File: src/hdl/npl_pkg.sv
package npl_pkg;

	localparam int MAX_RECORD_BYTES = 65535;
	localparam int POS_W = $clog2(MAX_RECORD_BYTES + 1);
	localparam int LEN_W = 16;
	localparam int OFF_W = (POS_W + 1 > LEN_W + 1) ? POS_W + 1 : LEN_W + 1;
	localparam int NXT_W = (POS_W > LEN_W + 1) ? POS_W + 1 : LEN_W + 2;

	localparam int RECORD_HDR_BYTES = 4;
	localparam int ATTR_HDR_BYTES = 4;
	localparam logic [14:0] ATTR_TYPE_MASK = 15'h7FFF;
	localparam logic [14:0] ATTR_TYPE_PAYLOAD = 15'd9;

	localparam logic [1:0] HDR_LEN_LO = 2'd0;
	localparam logic [1:0] HDR_LEN_HI = 2'd1;
	localparam logic [1:0] HDR_TYPE_LO = 2'd2;
	localparam logic [1:0] HDR_TYPE_HI = 2'd3;

	typedef struct packed {
		logic found;
		logic [15:0] payload_offset;
		logic [15:0] payload_length;
	} npl_res_t;

endpackage

File: src/hdl/npl_byte_if.sv
interface npl_byte_if;
	logic valid;
	logic ready;
	logic [7:0] data_byte;
	logic last;

	modport source (output valid, output data_byte, output last, input ready);
	modport sink (input valid, input data_byte, input last, output ready);
endinterface

File: src/hdl/npl_result_if.sv
interface npl_result_if;
	logic valid;
	logic ready;
	logic found;
	logic [15:0] payload_offset;
	logic [15:0] payload_length;

	modport source (output valid, output found, output payload_offset, output payload_length,
		input ready);
	modport sink (input valid, input found, input payload_offset, input payload_length,
		output ready);
endinterface

File: src/hdl/npl_walker.sv
module npl_walker (
	input logic clk,
	input logic arst_n,
	npl_byte_if.sink byte_ch,
	input logic take_ok,
	output logic res_valid,
	output npl_pkg::npl_res_t res
);
	import npl_pkg::*;

	logic [POS_W-1:0] pos_q;
	logic [POS_W-1:0] nhs_q;
	logic [23:0] hdr_q;
	logic given_q;
	logic stopped_q;

	logic accept;
	logic [POS_W-1:0] diff;
	logic in_hdr;
	logic [1:0] k;
	logic [15:0] alen;
	logic [14:0] atype;
	logic short_len;
	logic hit;
	logic [OFF_W-1:0] off_sum;
	logic [15:0] off_sat;
	logic [LEN_W:0] alen_round;
	logic [NXT_W-1:0] nxt_sum;
	logic [POS_W-1:0] nxt_sat;

	assign byte_ch.ready = take_ok;
	assign accept = byte_ch.valid && take_ok;

	assign diff = pos_q - nhs_q;
	assign in_hdr = !given_q && !stopped_q && (pos_q < POS_W'(MAX_RECORD_BYTES))
		&& (pos_q >= nhs_q) && (diff < POS_W'(ATTR_HDR_BYTES));
	assign k = diff[1:0];
	assign alen = hdr_q[15:0];
	assign atype = 15'({byte_ch.data_byte, hdr_q[23:16]}) & ATTR_TYPE_MASK;
	assign short_len = alen < 16'(ATTR_HDR_BYTES);
	assign hit = in_hdr && (k == HDR_TYPE_HI) && !short_len && (atype == ATTR_TYPE_PAYLOAD);

	assign off_sum = OFF_W'(nhs_q) + OFF_W'(ATTR_HDR_BYTES);
	assign off_sat = (off_sum > OFF_W'(16'hFFFF)) ? 16'hFFFF : off_sum[15:0];

	assign alen_round = (17'(alen) + 17'd3) & ~17'd3;
	assign nxt_sum = NXT_W'(nhs_q) + NXT_W'(alen_round);
	assign nxt_sat = (nxt_sum > NXT_W'(MAX_RECORD_BYTES)) ? POS_W'(MAX_RECORD_BYTES)
		: nxt_sum[POS_W-1:0];

	always_comb begin
		res_valid = accept && (hit || (byte_ch.last && !given_q));
		res.found = hit;
		res.payload_offset = hit ? off_sat : 16'd0;
		res.payload_length = hit ? (alen - 16'(ATTR_HDR_BYTES)) : 16'd0;
	end

	always_ff @(posedge clk or negedge arst_n) begin
		if (!arst_n) begin
			pos_q <= '0;
			nhs_q <= POS_W'(RECORD_HDR_BYTES);
			given_q <= 1'b0;
			stopped_q <= 1'b0;
		end else if (accept) begin
			if (byte_ch.last) begin
				pos_q <= '0;
				nhs_q <= POS_W'(RECORD_HDR_BYTES);
				given_q <= 1'b0;
				stopped_q <= 1'b0;
			end else begin
				if (pos_q < POS_W'(MAX_RECORD_BYTES)) begin
					pos_q <= pos_q + 1'b1;
				end
				if (in_hdr && (k == HDR_TYPE_HI)) begin
					if (short_len) begin
						stopped_q <= 1'b1;
					end else if (hit) begin
						given_q <= 1'b1;
					end else begin
						nhs_q <= nxt_sat;
					end
				end
			end
		end
	end

	always_ff @(posedge clk) begin
		if (accept && in_hdr) begin
			unique case (k)
				HDR_LEN_LO: hdr_q[7:0] <= byte_ch.data_byte;
				HDR_LEN_HI: hdr_q[15:8] <= byte_ch.data_byte;
				HDR_TYPE_LO: hdr_q[23:16] <= byte_ch.data_byte;
				HDR_TYPE_HI: ;
				default: ;
			endcase
		end
	end

`ifndef SYNTHESIS
	a_not_both: assert property (@(posedge clk) disable iff (!arst_n)
		!(given_q && stopped_q))
		else $error("walk both stopped and found");
	a_pos_bound: assert property (@(posedge clk) disable iff (!arst_n)
		pos_q <= POS_W'(MAX_RECORD_BYTES))
		else $error("position beyond bound");
	a_one_found: assert property (@(posedge clk) disable iff (!arst_n)
		given_q |-> !hit)
		else $error("second found in one record");
	a_last_clears: assert property (@(posedge clk) disable iff (!arst_n)
		(accept && byte_ch.last) |=> (pos_q == '0 && !given_q && !stopped_q))
		else $error("state not cleared after last beat");
`endif

endmodule

File: src/hdl/npl_out_stage.sv
module npl_out_stage (
	input logic clk,
	input logic arst_n,
	input logic res_valid,
	input npl_pkg::npl_res_t res,
	output logic take_ok,
	npl_result_if.source result_ch
);
	import npl_pkg::*;

	logic valid_q;
	npl_res_t res_q;

	assign take_ok = !valid_q || result_ch.ready;

	always_ff @(posedge clk or negedge arst_n) begin
		if (!arst_n) begin
			valid_q <= 1'b0;
		end else if (take_ok) begin
			valid_q <= res_valid;
		end
	end

	always_ff @(posedge clk) begin
		if (take_ok && res_valid) begin
			res_q <= res;
		end
	end

	assign result_ch.valid = valid_q;
	assign result_ch.found = res_q.found;
	assign result_ch.payload_offset = res_q.payload_offset;
	assign result_ch.payload_length = res_q.payload_length;

`ifndef SYNTHESIS
	a_no_drop: assert property (@(posedge clk) disable iff (!arst_n)
		(res_valid && !take_ok) |-> 1'b0)
		else $error("result offered while output stalled");
	a_notfound_zero: assert property (@(posedge clk) disable iff (!arst_n)
		(valid_q && !res_q.found) |-> (res_q.payload_offset == 16'd0
		&& res_q.payload_length == 16'd0))
		else $error("not-found result with nonzero fields");
	a_hold: assert property (@(posedge clk) disable iff (!arst_n)
		(valid_q && !result_ch.ready) |=> (valid_q && $stable(res_q)))
		else $error("stalled result changed");
`endif

endmodule

File: src/hdl/nflog_payload_locator_core.sv
// NFLOG payload locator.
// byte_ch (sink): one record byte per beat, last marks the final byte.
// result_ch (source): one beat per record: found with payload offset and
// length when the payload attribute header completes, otherwise a not-found
// beat (all zero) on the last byte. Bytes after a found beat are consumed
// silently up to the last byte, which then gives no beat.
// Throughput: one byte per cycle unless stalled. Each byte is decoded in the
// cycle it is accepted and its result is captured by the output register.
// The output register is the only buffering: byte_ch.ready is high while that
// register is empty or being read, so a stalled receiver holds off input only
// once a result is waiting.
// Reset (arst_n low, asynchronous) empties the output register and returns
// the walker to the start of a record; the block is ready as soon as
// reset is released.
module nflog_payload_locator_core (
	input logic clk,
	input logic arst_n,
	npl_byte_if.sink byte_ch,
	npl_result_if.source result_ch
);
	import npl_pkg::*;

	logic take_ok;
	logic res_valid;
	npl_res_t res;

	npl_walker u_walker (
		.clk(clk),
		.arst_n(arst_n),
		.byte_ch(byte_ch),
		.take_ok(take_ok),
		.res_valid(res_valid),
		.res(res)
	);

	npl_out_stage u_out_stage (
		.clk(clk),
		.arst_n(arst_n),
		.res_valid(res_valid),
		.res(res),
		.take_ok(take_ok),
		.result_ch(result_ch)
	);

endmodule
File: src/flat_wrapper.sv
// flat-port wrapper written by rule: the top's interface ports become plain ports
module nflog_payload_locator_core_flat import npl_pkg::*;
  (clk, arst_n, byte_ch_valid, byte_ch_data_byte, byte_ch_last, byte_ch_ready, result_ch_valid, result_ch_found, result_ch_payload_offset, result_ch_payload_length, result_ch_ready);
  npl_byte_if byte_ch_i ();
  npl_result_if result_ch_i ();
  input logic clk;
  input logic arst_n;
  input wire logic [$bits(byte_ch_i.valid)-1:0] byte_ch_valid;
  input wire logic [$bits(byte_ch_i.data_byte)-1:0] byte_ch_data_byte;
  input wire logic [$bits(byte_ch_i.last)-1:0] byte_ch_last;
  output wire logic [$bits(byte_ch_i.ready)-1:0] byte_ch_ready;
  output wire logic [$bits(result_ch_i.valid)-1:0] result_ch_valid;
  output wire logic [$bits(result_ch_i.found)-1:0] result_ch_found;
  output wire logic [$bits(result_ch_i.payload_offset)-1:0] result_ch_payload_offset;
  output wire logic [$bits(result_ch_i.payload_length)-1:0] result_ch_payload_length;
  input wire logic [$bits(result_ch_i.ready)-1:0] result_ch_ready;
  assign byte_ch_i.valid = byte_ch_valid;
  assign byte_ch_i.data_byte = byte_ch_data_byte;
  assign byte_ch_i.last = byte_ch_last;
  assign byte_ch_ready = byte_ch_i.ready;
  assign result_ch_valid = result_ch_i.valid;
  assign result_ch_found = result_ch_i.found;
  assign result_ch_payload_offset = result_ch_i.payload_offset;
  assign result_ch_payload_length = result_ch_i.payload_length;
  assign result_ch_i.ready = result_ch_ready;
  nflog_payload_locator_core u_core (.clk(clk), .arst_n(arst_n), .byte_ch(byte_ch_i), .result_ch(result_ch_i));
endmodule
File: config.mk
export PLATFORM = sky130hd
export DESIGN_NAME = nflog_payload_locator_core_flat
export DESIGN_NICKNAME = d
export VERILOG_FILES = /design/src/hdl/npl_pkg.sv /design/src/hdl/npl_byte_if.sv /design/src/hdl/npl_result_if.sv /design/src/hdl/npl_walker.sv /design/src/hdl/npl_out_stage.sv /design/src/hdl/nflog_payload_locator_core.sv /design/src/flat_wrapper.sv
export SDC_FILE = /design/constraint.sdc
export NUM_CORES = 1
export LEC_CHECK = 0
export BUFFER_PORTS_ARGS = -buffer_cell sky130_fd_sc_hd__clkbuf_2
export CORE_ASPECT_RATIO = 0.5
export CORE_UTILIZATION = 57
export CTS_BUF_LIST = sky130_fd_sc_hd__clkbuf_2 sky130_fd_sc_hd__clkbuf_4 sky130_fd_sc_hd__clkbuf_8
export CTS_CLUSTER_SIZE = 16
export DETAILED_ROUTE_END_ITERATION = 8
export PLACE_DENSITY = 0.81
export SYNTH_ARGS = -nofsm -noshare
export SYNTH_HDL_FRONTEND = slang
export SYNTH_SLANG_ARGS = --single-unit
File: constraint.sdc
create_clock -name clk -period 4.61 [get_ports clk]
set_input_delay 0 -clock clk [delete_from_list [all_inputs] [get_ports clk]]
set_output_delay 0 -clock clk [all_outputs]
set_load 0.01 [all_outputs]
Word level (Yosys, flattened, before mapping)
Index checks and enable logic that the tools add are counted.

Add/sub/neg operators: 6. Magnitude comparators: 6. Equal/unequal tests: 6. Multiplexer cells: 15. Reduce and logical (&&, ||, !) cells: 30.

Operator list (number): $mux 16 (8); $lt 16x3->1 const B (2); $add 16x17->18 (1); $gt 18x16->1 const B (1); $add 16x2->17 const B (1); $add 16x3->17 const B (1); $gt 17x16->1 const B (1); $add 16x1->16 const B (1); $ge 16x16->1 (1); $lt 16x16->1 const B (1); $sub 16x16->16 (1); $sub 16x3->16 const B (1); $eq 15x4->1 const B (1); $logic_and 1x1->1 (12); $reduce_and 2->1 (4); $reduce_and 4->1 (2); $reduce_bool 2->1 (4); $mux 1 (7); $eq 2x2->1 const B (2); $logic_not 1->1 (4); $ne 2x2->1 const B (2); $reduce_and 3->1 (1); $eq 2x1->1 const B (1); $logic_not 2->1 (1); $logic_or 1x1->1 (2).

Bits in registers: 92. Input bits: 13. Output and inout bits: 35. Logic and storage cells: 74.

Logic depth before layout (Yosys ltp)
Gate-level depths: netlist (run 1).

Depth in word-level cells: 12. Gate-level depth with buffers: 16.

By module
Synthesis (run 1) repeated with hierarchy kept, for this count alone.

Cell total of the unflattened synthesis: 698. Area total of the unflattened synthesis: 6417.4 um2.

By module, submodules not included: npl_walker (instances 1, cells each 661, area each 5372.7 um2); npl_out_stage (instances 1, cells each 37, area each 1044.8 um2).

Worst setup path before layout (run 1)
OpenSTA, ideal clock, no wires.

Kind: register -> register. Start point: register u_core.u_walker.nhs_q[2]. End point: register u_core.u_out_stage.res_q (netlist bit u_core.u_out_stage.result_ch.found), enable pin. Setup time: 432 ps. Arrival: 4582 ps. Data required time: 4178 ps. Slack: -404 ps. Stages on the path, launching flop included: 12. Buffers on the path: 1. Clock period less this slack: 5014 ps. Path through: dfstp_2 > inv_1 > ha_1 > nand2_1 > a211oi_1 > o2111ai_1 > a2111oi_0 > nor2_1 > or4_1 > or3_1 > buf_6 > a21oi_1.

Word-level cells in the longest chain between the ends: 9. Elaborated cells on any way between the ends: 11. Those cells by class: add/sub (1); order compare (2); reduce/logical (8).

Ends and longest elaborated chain: start: declaration (line npl_walker.sv:12) `logic [POS_W-1:0] nhs_q;`; start signal: assignment (line npl_walker.sv:61) `nhs_q <= POS_W'(RECORD_HDR_BYTES);`; start signal: assignment (line npl_walker.sv:67) `nhs_q <= POS_W'(RECORD_HDR_BYTES);`; start signal: assignment (line npl_walker.sv:80) `nhs_q <= nxt_sat;`; $sub 16x16->16 / $ge 16x16->1 (equally long branches) (line npl_walker.sv:34, npl_walker.sv:36); $lt 16x3->1 / $logic_and 1x1->1 (equally long branches) (line npl_walker.sv:36) `&& (pos_q >= nhs_q) && (diff < POS_W'(ATTR_HDR_BYTES));`; $logic_and 1x1->1 * (line npl_walker.sv:36); $logic_and 1x1->1 * (3 in series) (line npl_walker.sv:41) `assign hit = in_hdr && (k == HDR_TYPE_HI) && !short_len && (atype == ATTR_TYPE_PAYLOAD);`; $logic_or 1x1->1 * (line npl_walker.sv:52) `res_valid = accept && (hit || (byte_ch.last && !given_q));`; $logic_and 1x1->1 * (line npl_walker.sv:52); $logic_and 1x1->1 * (line npl_out_stage.sv:25) `if (take_ok && res_valid) begin`; end signal: assignment (line npl_out_stage.sv:26) `res_q <= res;`; end: declaration (line npl_out_stage.sv:12) `npl_res_t res_q;`.

Mark *: on every way between the ends. The rest lies on a longest branch, timed or not. A chain may end at the register's enable or synchronous reset.

Final worst setup path (run 1)
Start point: register u_core.u_walker.nhs_q[2]. End point: register u_core.u_walker.hdr_q[15], enable pin.

Word-level cells in the longest chain between the ends: 5. Elaborated cells on any way between the ends: 7. Those cells by class: add/sub (1); order compare (2); reduce/logical (4).

Ends and longest elaborated chain: $sub 16x16->16 / $ge 16x16->1 (equally long branches) (line npl_walker.sv:34, npl_walker.sv:36); $lt 16x3->1 / $logic_and 1x1->1 (equally long branches) (line npl_walker.sv:36); $logic_and 1x1->1 * (line npl_walker.sv:36); $logic_and 1x1->1 * (line npl_walker.sv:88) `if (accept && in_hdr) begin`; $reduce_and 2->1 (no source line) *; end signal: assignment (line npl_walker.sv:91) `HDR_LEN_HI: hdr_q[15:8] <= byte_ch.data_byte;`; end: declaration (line npl_walker.sv:13) `logic [23:0] hdr_q;`.

Marked as above.

==> results.md, run 1 <==
- Status: completed
- Setup CP Type: flop to flop
- Post-cts repair resize count: 0
- Slew at the pin closest to its max-slew limit: 1.16 ns
- Area grow syn2layout: 9.81%
- Routed met1 length: 6.54 mm
- DRC: 0
- CTS tree: yes
- EDFF count, synth: 56
- TritonRoute pass-1 iters: 5
- Initial core utilization: 59.7%
- Syn_area_per_cell: 9.79 um2
- VDD IR-drop max: 0.133 mV
- CP Capture Type: flop
- Port bufs: 47
- Worst path bufs/invs: 2
- CTS root buf: clkbuf_8
- CP arrival: 4.37 ns
- Cell Rows: 26
- Post-synthesis cell count: 634
- Critical path's top delay family: simple AND/OR/NAND/NOR gates
- Core ar.: 0.0104 mm2
- Seq/Total Area, Yosys: 40.8%
- Rel. slew slack: 22.2%
- Pins Over Slew Limit: 0
- Maxcap violations: 0
- DP HPWL: 10.6 mm
- Top-level port count: 48
- Vias per Instance: 5.99
- Setup TNS: 0 ns
- Routed len/inst: 17.3 um
- Die ar.: 0.0113 mm2
- Total CTS buffers: 9
- Width of the die: 150 um
- Fill cell count: 821
- Largest net degree at the start of global routing: 35
- Vias in the first global route: 4442
- CP max stage cell: a2111oi_0
- Multi-input logic area: 0.00339 mm2
- Max Used Layer: met4
- Critical Path RT: 4.70 ns
- H-tree depth: 3
- CP peak stage delay: 0.63 ns
- Hold Slack: 0.123 ns
- Highest-count cells in the layout ignoring fill and taps: 56 x nor2_1, 56 x edfxtp_1, 53 x nand2_1, 47 x clkbuf_2, 37 x xnor2_1
- Syn_nets: 685
- Clock Pin Slew Worst Setup and Hold Paths: 0.10 ns
- CP Max Fanout: 8
- Setup crit start kind: flop
- Setup violators final: 0
- Nets@finish: 737
- Hold Crit Class: input port to flop
- GRT Overall Usage: 26.3%
- Total congestion overflow: 0
- Fin Clk Skew: 0.0112 ns
- Yosys cell types: 72
- Register area: 0.00253 mm2
- WL final: 14.4 mm
- Initial antenna violation count: 0
- Fraction of registers with async set/reset: 37.8%
- Critical path, cell by cell: inv_1 > ha_1 > nand2_1 > a211oi_1 > o2111ai_1 > a2111oi_0 > nor2_1 > or4_1 > nor3_1 > nor3b_1 > buf_4
- RSZ-0062 raised after global routing: no
- Main synth FF type: edfxtp_1
- Clock Path Buffers: 2
- Antenna diode count: 0
- Fin. Hold Viols: 0
- Final core utilization: 65.5%
- Pleak: 2.67 nW
- First-pass GRT wire length: 22.3 mm
- Post-route antenna net violation count: 0
- Clock Latency Late Sink: 0.38 ns
- DRT iter0 DRCs: 359
- Pwr/cell area: 249 mW/mm2
- Total number of vias: 4981
- WL met2: 6.64 mm
- #FFs+latches synth: 90
- Share of post-route cells with drive strength above 1: 17.5%
- Power, Total: 1.70 mW
- Die height: 75.8 um
- Part of the cycle the worst path needs: 92.7%
- Fin crit period: 4.28 ns
- Warnings from Yosys: 0
- Max Clk Rate: 234 MHz
- Cell Area, Synth: 0.00621 mm2
- Total clock sinks: 90
- DR WL met3: 929 um
- GP Congestion: 0.959
## worst paths after layout
check / depth (start not counted) / slack [ns] / start / end
worst max-delay path: 11 / 0.33 / u_core.u_walker.nhs_q[2] / u_core.u_walker.hdr_q[15]
min in group asynchronous: 2 / 0.28 / arst_n / u_core.u_walker.nhs_q[5]
worst min register to register: 1 / 0.56 / u_core.u_walker.stopped_q / u_core.u_walker.stopped_q
worst min-delay path: 3 / 0.12 / result_ch_ready / u_core.u_out_stage.result_ch.valid
max in group asynchronous: 2 / 3.78 / arst_n / u_core.u_walker.pos_q[12]
worst max register to register: 11 / 0.33 / u_core.u_walker.nhs_q[2] / u_core.u_walker.hdr_q[15]
## cell type report
cell class,count,area share [%]
multi-input cells,488,49.7
clock inverters,7,1.05
well taps,140,2.57
flip-flops and latches,90,37.2
repair buffers,64,5.87
clock buffers,9,1.82
inverters,33,1.82
## state kept, by name (all words and copies together) (netlist names)
register and flops:
u_core.u_walker.given_q 1, u_core.u_out_stage.result_ch.payload_length 16, u_core.u_out_stage.result_ch.valid 1, u_core.u_out_stage.result_ch.payload_offset 15, u_core.u_out_stage.result_ch.found 1, u_core.u_walker.pos_q 16
u_core.u_walker.nhs_q 15, u_core.u_walker.stopped_q 1, u_core.u_walker.hdr_q 24
## synthesized netlist by cell type, types with 2 or more instances
library cell,number,share of area (%)
xor2_1,19,2.7
o21a_1,7,0.85
nor4b_1,2,0.28
nor3b_1,3,0.36
a21o_1,13,1.6
inv_1,33,2.0
a211oi_1,8,0.97
or4_1,4,0.48
xnor2_1,37,5.2
o21bai_1,3,0.36
buf_4,3,0.36
nand3_1,12,0.97
nor2_1,56,3.4
o211a_1,3,0.48
fa_1,2,0.64
nand2_1,53,3.2
and3_1,9,0.91
dfrtp_1,33,13
or3_1,10,1.0
ha_1,36,7.3
edfxtp_1,56,27
a21oi_2,14,2.0
nor2b_1,4,0.40
o2111ai_1,4,0.56
nor2_2,15,1.5
mux2i_1,18,2.9
a21oi_1,27,2.2
and2_1,2,0.20
buf_6,6,1.1
o21ai_0,25,2.0
nand2b_1,9,0.91
clkbuf_4,2,0.24
o211ai_1,5,0.60
nor3_1,26,2.1
buf_1,2,0.12
or2_2,3,0.30
a21o_2,5,0.71
a31oi_1,5,0.50
nor4_1,10,1.0
clkbuf_1,7,0.42
nand4_1,12,1.2
## per-layer routing
| layer | global-route usage [%] | vias to the layer above |
|---|---|---|
| li1 | - | 2402 |
| met4 | 9.18 | 0 |
| met5 | 2.50 | - |
| met2 | 42.5 | 185 |
| met1 | 35.1 | 2371 |
| met3 | 6.11 | 23 |
## per-stage QoR
| step | instance area [um2] | worst slack, ns | cells |
|---|---|---|---|
| floorplan | 6210 | 0.241 | 634 |
| global placement | 6520 | 0.624 | 805 |
| detailed placement | 6520 | 0.439 | 805 |
| CTS | 6820 | 0.409 | 831 |
| global route | 6820 | 0.0977 | 831 |
| finish | 6820 | 0.335 | 831 |
## worst register-to-register path: stages, from the launching register on
cell and delay [ns]:
dfstp_2 0.61, inv_1 0.09, ha_1 0.35, nand2_1 0.07
a211oi_1 0.28, o2111ai_1 0.23, a2111oi_0 0.63, nor2_1 0.09
or4_1 0.58, nor3_1 0.47, nor3b_1 0.35, buf_4 0.25
## kinds of logic after synthesis
group / count (synthesis) / share of synthesized area, %
muxes: 19 / 3.08
AOI/OAI and AO/OA: 134 / 15.5
xor gates and xnor gates: 56 / 7.90
DFF: 90 / 40.8
adders and majority gates: 38 / 7.90
buffers and inverters: 56 / 4.80
and+or+nand+nor: 241 / 20.0
## power by group
| group | internal [mW] | leakage [nW] | switching, mW |
|---|---|---|---|
| clock network | 0.212 | 0.0931 | 0.337 |
| logic | 0.104 | 1.59 | 0.148 |
| registers | 0.877 | 0.992 | 0.0228 |
## timing repair
| item | in CTS | in global routing |
|---|---|---|
| buffers inserted | 0 | 0 |
| hold endpoints to repair | 58 | 0 |
| hold buffers | 10 | 0 |
No activity file was read; power rests on OpenSTA's default activity.
==> run 2, diff against run 1 <==
Settings changed: ABC_AREA set to 1.
==> run 2 against run 1 <==
Net effect:
- largest cell class unchanged
- die area up 1.6%
- synthesized cell count increased by 26%
- combinational power increased by 61%
- first-iteration DRC count rose by 23%
- final cell count grew 22%
- global-route usage rose by 2.3 points
- worst setup slack better by 0.71 ns
- wire length increased by 9.0%
- largest power group unchanged
- worst hold slack got worse by 0.016 ns
- power increased by 12%
==> results.md, run 2 <==
- #FFs+latches synth: 90 (unchanged)
- CP arrival: 3.83 ns (-0.54 ns)
- DRC: 0 (unchanged)
- R2R Setup Slk: 1.04 ns (+0.71 ns)
- Pins Over Slew Limit: 0 (unchanged)
- Warnings from Yosys: 0 (unchanged)
- Hold Path Origin: byte_ch_valid
- Syn_nets: 853 (+25%)
- Fill cell count: 893 (+8.8%)
- EDFF count, synth: 56 (unchanged)
- Top reg by flops: u_core.u_walker.hdr_q
- TritonRoute pass-1 iters: 7 (+2)
- Width of the die: 151 um (+0.79%)
- Yosys cell types: 44 (-39%)
- RR Startpoint: u_core.u_walker.hdr_q[3]
- Antenna diode count: 0 (unchanged)
- GRT Overall Usage: 28.6% (+2.3 points)
- GP Congestion: 0.970 (+1.2%)
- Critical path, cell by cell: ha_1 > inv_1 > nor2_1 > nand2_1 > nor2_1 > nand2_1 > nor3_1 > nand2_1 > xor2_1 > inv_1 > ha_1 > a21oi_1 > o21ai_0 > nand4_1 > o211ai_1 > nor2_2 > nand2_2 > o21ai_0 > nand2_1
- Pleak: 3.32 nW (+24%)
- H-tree depth: 3 (unchanged)
- Area grow syn2layout: 11.3%
- CTS Hold Buffers Added: 11 (+1)
- Vias in the first global route: 5367 (+21%)
- Register area: 0.00253 mm2 (unchanged)
- Highest-count cells in the layout ignoring fill and taps: 172 x nand2_1, 116 x inv_1, 79 x nor2_1, 58 x nand3_1, 56 x edfxtp_1
- WL final: 15.7 mm (+9.0%)
- Vias per Instance: 5.62 (-6.3%)
- Initial antenna violation count: 0 (unchanged)
- Seq/Total Area, Yosys: 40.2% (-0.65 points)
- Critical Path RT: 4.87 ns (+0.17 ns)
- Clock Pin Slew Worst Setup and Hold Paths: 0.10 ns (about the same)
- Post-route antenna net violation count: 0 (unchanged)
- CTS root buf: clkbuf_8
- Min-Delay Path Depth: 5 (+2)
- Post-synth top area share: 26.7% (-0.43 points)
- Critical path's top delay family: simple AND/OR/NAND/NOR gates
- Maxcap violations: 0 (unchanged)
- Initial core utilization: 60.2% (+0.59 points)
- Post-cts repair resize count: 0 (unchanged)
- Setup TNS: 0 ns (unchanged)
- Critical Path Source: u_core.u_walker.hdr_q[3]
- CP Max Fanout: 9 (+1)
- CTS tree: yes
- DRT iter0 DRCs: 442 (+23%)
- CP max stage cell: edfxtp_1
- Slew at the pin closest to its max-slew limit: 0.907 ns (-0.252 ns)
- Total CTS buffers: 9 (unchanged)
- Die height: 76.4 um (+0.78%)
- Die ar.: 0.0115 mm2 (+1.6%)
- Cell Rows: 26 (unchanged)
- First-pass GRT wire length: 25.7 mm (+15%)
- Commonest cells in the netlist: 172 x nand2_1, 116 x inv_1, 79 x nor2_1, 58 x nand3_1, 56 x edfxtp_1
- RSZ-0062 raised after global routing: no
- Status: completed
- Fin crit period: 3.57 ns (-0.708 ns)
- Fin Clk Skew: 0.0132 ns (+0.00198 ns)
- Post-CTS setup buffer count: 0 (unchanged)
- Setup crit start kind: flop
- Rel. slew slack: 39.5% (+17 points)
- Routed len/inst: 15.5 um (-10%)
- Max Clk Rate: 280 MHz (+20%)
- Cell Area, Synth: 0.00631 mm2 (+1.6%)
- Share of post-route cells with drive strength above 1: 11.4% (-6.1 points)
- Part of the cycle the worst path needs: 77.4% (-15 points)
- Setup violators final: 0 (unchanged)
- FF-to-FF path depth: 19 (+8)
- FF-to-FF End: u_core.u_walker.nhs_q[4]
- Worst path bufs/invs: 2 (unchanged)
- Max reg flops: 24 (unchanged)
- Syn_area_per_cell: 7.87 um2 (-20%)
- Core ar.: 0.0105 mm2 (+0.62%)
- Clock Latency Late Sink: 0.37 ns (about the same)
- Largest net degree at the start of global routing: 35 (unchanged)
- Hold Crit Class: input port to flop
- Setup CP Type: flop to flop
- Post-route setup slack: 1.04 ns (+0.708 ns)
- Top-level port count: 48 (unchanged)
- Most used cell along the critical path: nand2_1
- Pwr/cell area: 270 mW/mm2 (+8.5%)
- Fin. Hold Viols: 0 (unchanged)
- Hold Path End: u_core.u_walker.stopped_q
- Pre-CTS WS: 1.14 ns (+0.699 ns)
- Clock Path Buffers: 2 (unchanged)
- CP Capture Type: flop
- VDD IR-drop max: 0.146 mV (+10%)
- Nets@finish: 916 (+24%)
- Synth area leaders: edfxtp_1 27%, dfrtp_1 13%, nand2_1 10%
- Total clock sinks: 90 (unchanged)
- Top-count cell post-synth: nand2_1
- Multi-input logic area: 0.00328 mm2 (-3.4%)
- Synth area leader: edfxtp_1
- Total congestion overflow: 0 (unchanged)
- Port bufs: 47 (unchanged)
- Commonest non-fill, non-tap cell in the layout: nand2_1
- DP HPWL: 12.0 mm (+13%)
- Fraction of registers with async set/reset: 37.8% (unchanged)
- Total number of vias: 5675 (+14%)
- CP peak stage delay: 0.43 ns (-0.20 ns)
- Post-synthesis cell count: 802 (+26%)
- Main synth FF type: edfxtp_1
-- run 2: cell types whose count changed after synthesis, sizes merged, moves of 18 or more --
cell and change:
a21oi +21, inv +85, mux2i -18, nand2 +123, nand3 +47, xnor2 -29
-- run 2: metal layers --
layer	up-vias	GRT usage (%)	part of all wire (%)
li1	2804	-	-
met1	2616	38.3	45
met2	229	47.8	46
met3	26	4.85	7.0
met4	0	7.60	1.6
met5	-	0	0
-- run 2: worst min-delay path: cells and delay by family --
family | cells | cell delay (ns)
AND/OR/NAND/NOR | 3 | 0.28
AO/OA/AOI/OAI | 1 | 0.08
buffers and inverters | 1 | 0.08
-- run 2: cell type report --
cell class                      instances  share of cell area, %
Clock buffer                            9                   1.76
Clock inverter                          7                   1.35
Inverter                              118                   6.31
Multi-Input combinational cell        584                   46.7
Sequential cell                        90                   36.1
Tap cell                              140                   2.49
Timing Repair Buffer                   62                   5.34
-- run 2: kinds of logic (layout without fill, tap and decap cells) --
logic type / Yosys count / in the layout / synth area share (%)
AOI/OAI and AO/OA: 119 / 119 / 10.7
xor gates and xnor gates: 43 / 43 / 5.97
adders and majority gates: 38 / 38 / 7.77
buffers and inverters: 128 / 196 / 7.91
DFF: 90 / 90 / 40.2
and+or+nand+nor: 384 / 384 / 27.5
-- run 2: stage by stage --
step | total power, mW | std cells | area [um2] | hold slack (ns) | util (%)
4_1_cts | 1.90 | 1010 | 7020 | 0.0920 | 67.0
6_report | 1.90 | 1010 | 7020 | 0.106 | 67.0
2_1_floorplan | 1.20 | 802 | 6310 | -0.296 | -
3_3_place_gp | 1.30 | 983 | 6690 | 0.158 | 63.9
5_1_grt | 2.00 | 1010 | 7020 | 0.109 | 67.0
3_5_place_dp | 1.31 | 983 | 6690 | 0.163 | 63.9
-- run 2: how the worst max path moves through the flow --
stage / slack, ns / end / cells past startpoint
floorplan: 1.39 / u_core.u_out_stage.result_ch.found / 18
global placement: 1.17 / u_core.u_walker.nhs_q[3] / 18
detailed placement: 1.14 / u_core.u_walker.nhs_q[4] / 18
CTS: 1.10 / u_core.u_walker.nhs_q[4] / 18
global route: 0.78 / u_core.u_walker.nhs_q[3] / 19
finish: 1.04 / u_core.u_walker.nhs_q[4] / 19
-- run 2: where the power goes --
part	switching (mW)	total, mW	internal [mW]	leakage [nW]
sequential	0.0205	0.901	0.880	0.988
combinational	0.263	0.405	0.142	2.23
clock	0.327	0.594	0.266	0.104
==> run 3, diff against run 2 <==
Clock period 4.61 ns to 2.9 ns, I/O delays scaled along.
==> run 3 against run 2 <==
Net effect:
- the flow now finishes with violations (negative setup slack)
- combinational power grew 120%
- core utilization grew 15 points
- wire length grew 35%
- flip-flop and latch count is the same
- cell area grew 23%
- clock skew grew 0.0064 ns
- die area is the same
- sequential power grew 58%
- global-route usage grew 2.8 points
==> results.md, run 3 (synthesis gave the netlist of run 2 again) <==
- Top reg by flops: u_core.u_walker.hdr_q
- WL final: 21.1 mm (+35%)
- Clock Pin Slew Worst Setup and Hold Paths: 0.12 ns (+0.02 ns)
- RSZ-0062 raised after global routing: yes
- Fin. Hold Viols: 0 (unchanged)
- Failing checks: negative setup slack
- Post-route setup slack: -0.304 ns (-1.35 ns)
- Setup CP Type: flop to flop
- Antenna diode count: 0 (unchanged)
- Largest net degree at the start of global routing: 35 (unchanged)
- CP Capture Type: flop
- Max Clk Rate: 312 MHz (+11%)
- Maxcap violations: 0 (unchanged)
- H-tree depth: 3 (unchanged)
- Status: finished with violations
- Total congestion overflow: 0 (unchanged)
- Routed len/inst: 18.9 um (+22%)
- Fin Clk Skew: 0.0196 ns (+0.00637 ns)
- Min-Delay Path Depth: 4 (-1)
- Top-level port count: 48 (unchanged)
- RR Startpoint: u_core.u_walker.hdr_q[2]
- Design area: 0.00860 mm2 (+23%)
- Width of the die: 151 um (unchanged)
- FF-to-FF path depth: 22 (+3)
- Initial antenna violation count: 0 (unchanged)
- Critical Path Source: u_core.u_walker.hdr_q[2]
- Part of the cycle the worst path needs: 110% (+33 points)
- Power, Total: 3.22 mW (+70%)
- Critical Path RT: 3.23 ns (-1.64 ns)
- Commonest non-fill, non-tap cell in the layout: nand2_1
- GP Congestion: 0.913 (-5.9%)
- Cell Rows: 26 (unchanged)
- Pwr/cell area: 374 mW/mm2 (+38%)
- Hold Crit Class: input port to flop
- Die height: 76.4 um (unchanged)
- First-pass GRT wire length: 28.0 mm (+8.8%)
- Pins Over Slew Limit: 0 (unchanged)
- Post-route antenna net violation count: 0 (unchanged)
- Cell area after placement: 0.00733 mm2 (+9.5%)
- CTS tree: yes
- Nets@finish: 1023 (+12%)
- Pleak: 3.96 nW (+19%)
- Setup violators final: 87 (+87)
- TritonRoute pass-1 iters: 6 (-1)
- Max reg flops: 24 (unchanged)
- Share of post-route cells with drive strength above 1: 33.2% (+22 points)
- Area grow syn2layout: 36.4%
- CP Max Fanout: 4 (-5)
- Clock Path Buffers: 2 (unchanged)
- Fin crit period: 3.20 ns (-0.363 ns)
- Slew at the pin closest to its max-slew limit: 0.900 ns (-0.00682 ns)
- Hold Slack: 0.143 ns (+0.0364 ns)
- Setup crit start kind: flop
- Clock Latency Late Sink: 0.39 ns (+0.02 ns)
- Vias in the first global route: 5951 (+11%)
- Core ar.: 0.0105 mm2 (unchanged)
- DRT iter0 DRCs: 704 (+59%)
- CP arrival: 3.53 ns (-0.30 ns)
- Port bufs: 47 (unchanged)
- Total number of vias: 6705 (+18%)
- Hold Path Origin: byte_ch_valid
- Rel. slew slack: 40.0% (+0.45 points)
- Die ar.: 0.0115 mm2 (unchanged)
- Total clock sinks: 90 (unchanged)
- CTS root buf: clkbuf_8
- VDD IR-drop max: 0.232 mV (+58%)
- Vias per Instance: 6.00 (+6.8%)
- DRC: 0 (unchanged)
- Highest-count cells in the layout ignoring fill and taps: 157 x nand2_1, 106 x inv_1, 94 x buf_4, 56 x nor2_1, 56 x edfxtp_1
- GRT Overall Usage: 31.4% (+2.8 points)
- Initial core utilization: 60.2% (unchanged)
- Total CTS buffers: 9 (unchanged)
- DP HPWL: 13.2 mm (+9.5%)
[run 3: changes by cell type in the layout (fill, tap and decap cells not counted), sizes merged]
| cell | change |
|---|---|
| clkinv | +3 |
| clkinvlp | -1 |
| bufinv | -1 |
| buf | +104 |
| clkbuf | +2 |
| inv | -1 |
| nand2 | +1 |
[run 3: area by class of cell]
cell class,instances,area (um2)
inverter,118,449
tap,140,175
sequential,90,2530
clock buffer,9,124
multi-input combinational,585,3940
timing repair buffer,168,1310
clock inverter,7,81.3
fill,570,1870
[run 3: worst max-delay path, cell delays in order, from the launching register on]
cell      delay (ns)
edfxtp_1        0.42
ha_2            0.20
inv_2           0.04
nor2_1          0.08
nand2_1         0.09
nor2_2          0.13
nand2_2         0.09
nor3_2          0.19
nand2_1         0.16
nor2_2          0.16
xor2_1          0.17
inv_1           0.09
ha_4            0.30
nand2_2         0.05
nor2_2          0.09
nand3b_1        0.10
nand4_1         0.10
xor2_1          0.20
inv_2           0.11
buf_6           0.15
nand3_2         0.06
nand2_1         0.07
o21ai_1         0.10
[run 3: repair_timing]
item	CTS	global route
gates cloned	1	4
endpoints found under the setup margin	71	103
hold buffers	11	0
resized for setup	44	137
endpoints found under the hold margin	60	0
pin swaps	25	35
buffers inserted	8	17
[run 3: worst paths after layout]
kind / to / slack (ns)
max: u_core.u_walker.nhs_q[6] / -0.30
min: u_core.u_walker.nhs_q[0] / 0.14
max reg2reg: u_core.u_walker.nhs_q[6] / -0.30
min reg2reg: u_core.u_out_stage.result_ch.valid / 0.57
max in group asynchronous: u_core.u_walker.pos_q[4] / 2.05
min in group asynchronous: u_core.u_out_stage.result_ch.valid / 0.28
[run 3: power breakdown]
part / switching, mW / internal, mW / total [mW] / leakage [nW]
registers: 0.0249 / 1.40 / 1.42 / 0.988
logic: 0.523 / 0.367 / 0.890 / 2.87
clock network: 0.561 / 0.344 / 0.906 / 0.103
[run 3: per-layer routing]
layer / GRT usage (%) / share of wire [%] / vias up
li1: - / - / 3010
met1: 41.6 / 38 / 3130
met2: 52.8 / 48 / 447
met3: 5.03 / 9.6 / 118
met4: 9.80 / 4.6 / 0
met5: 0 / 0 / -
[run 3: stage by stage]
| stage | cells | utilization (%) | setup TNS [ns] | setup slack, ns |
|---|---|---|---|---|
| after CTS | 1096 | 75.0 | -1.37 | -0.137 |
| after global placement | 1060 | 70.0 | -1.64 | -0.200 |
| after floorplan | 802 | - | 0 | 0.0169 |
| final | 1117 | 82.1 | -11.47 | -0.304 |
| after detailed placement | 1060 | 70.0 | -5.14 | -0.218 |
| after global routing | 1117 | 82.1 | -24.17 | -0.535 |
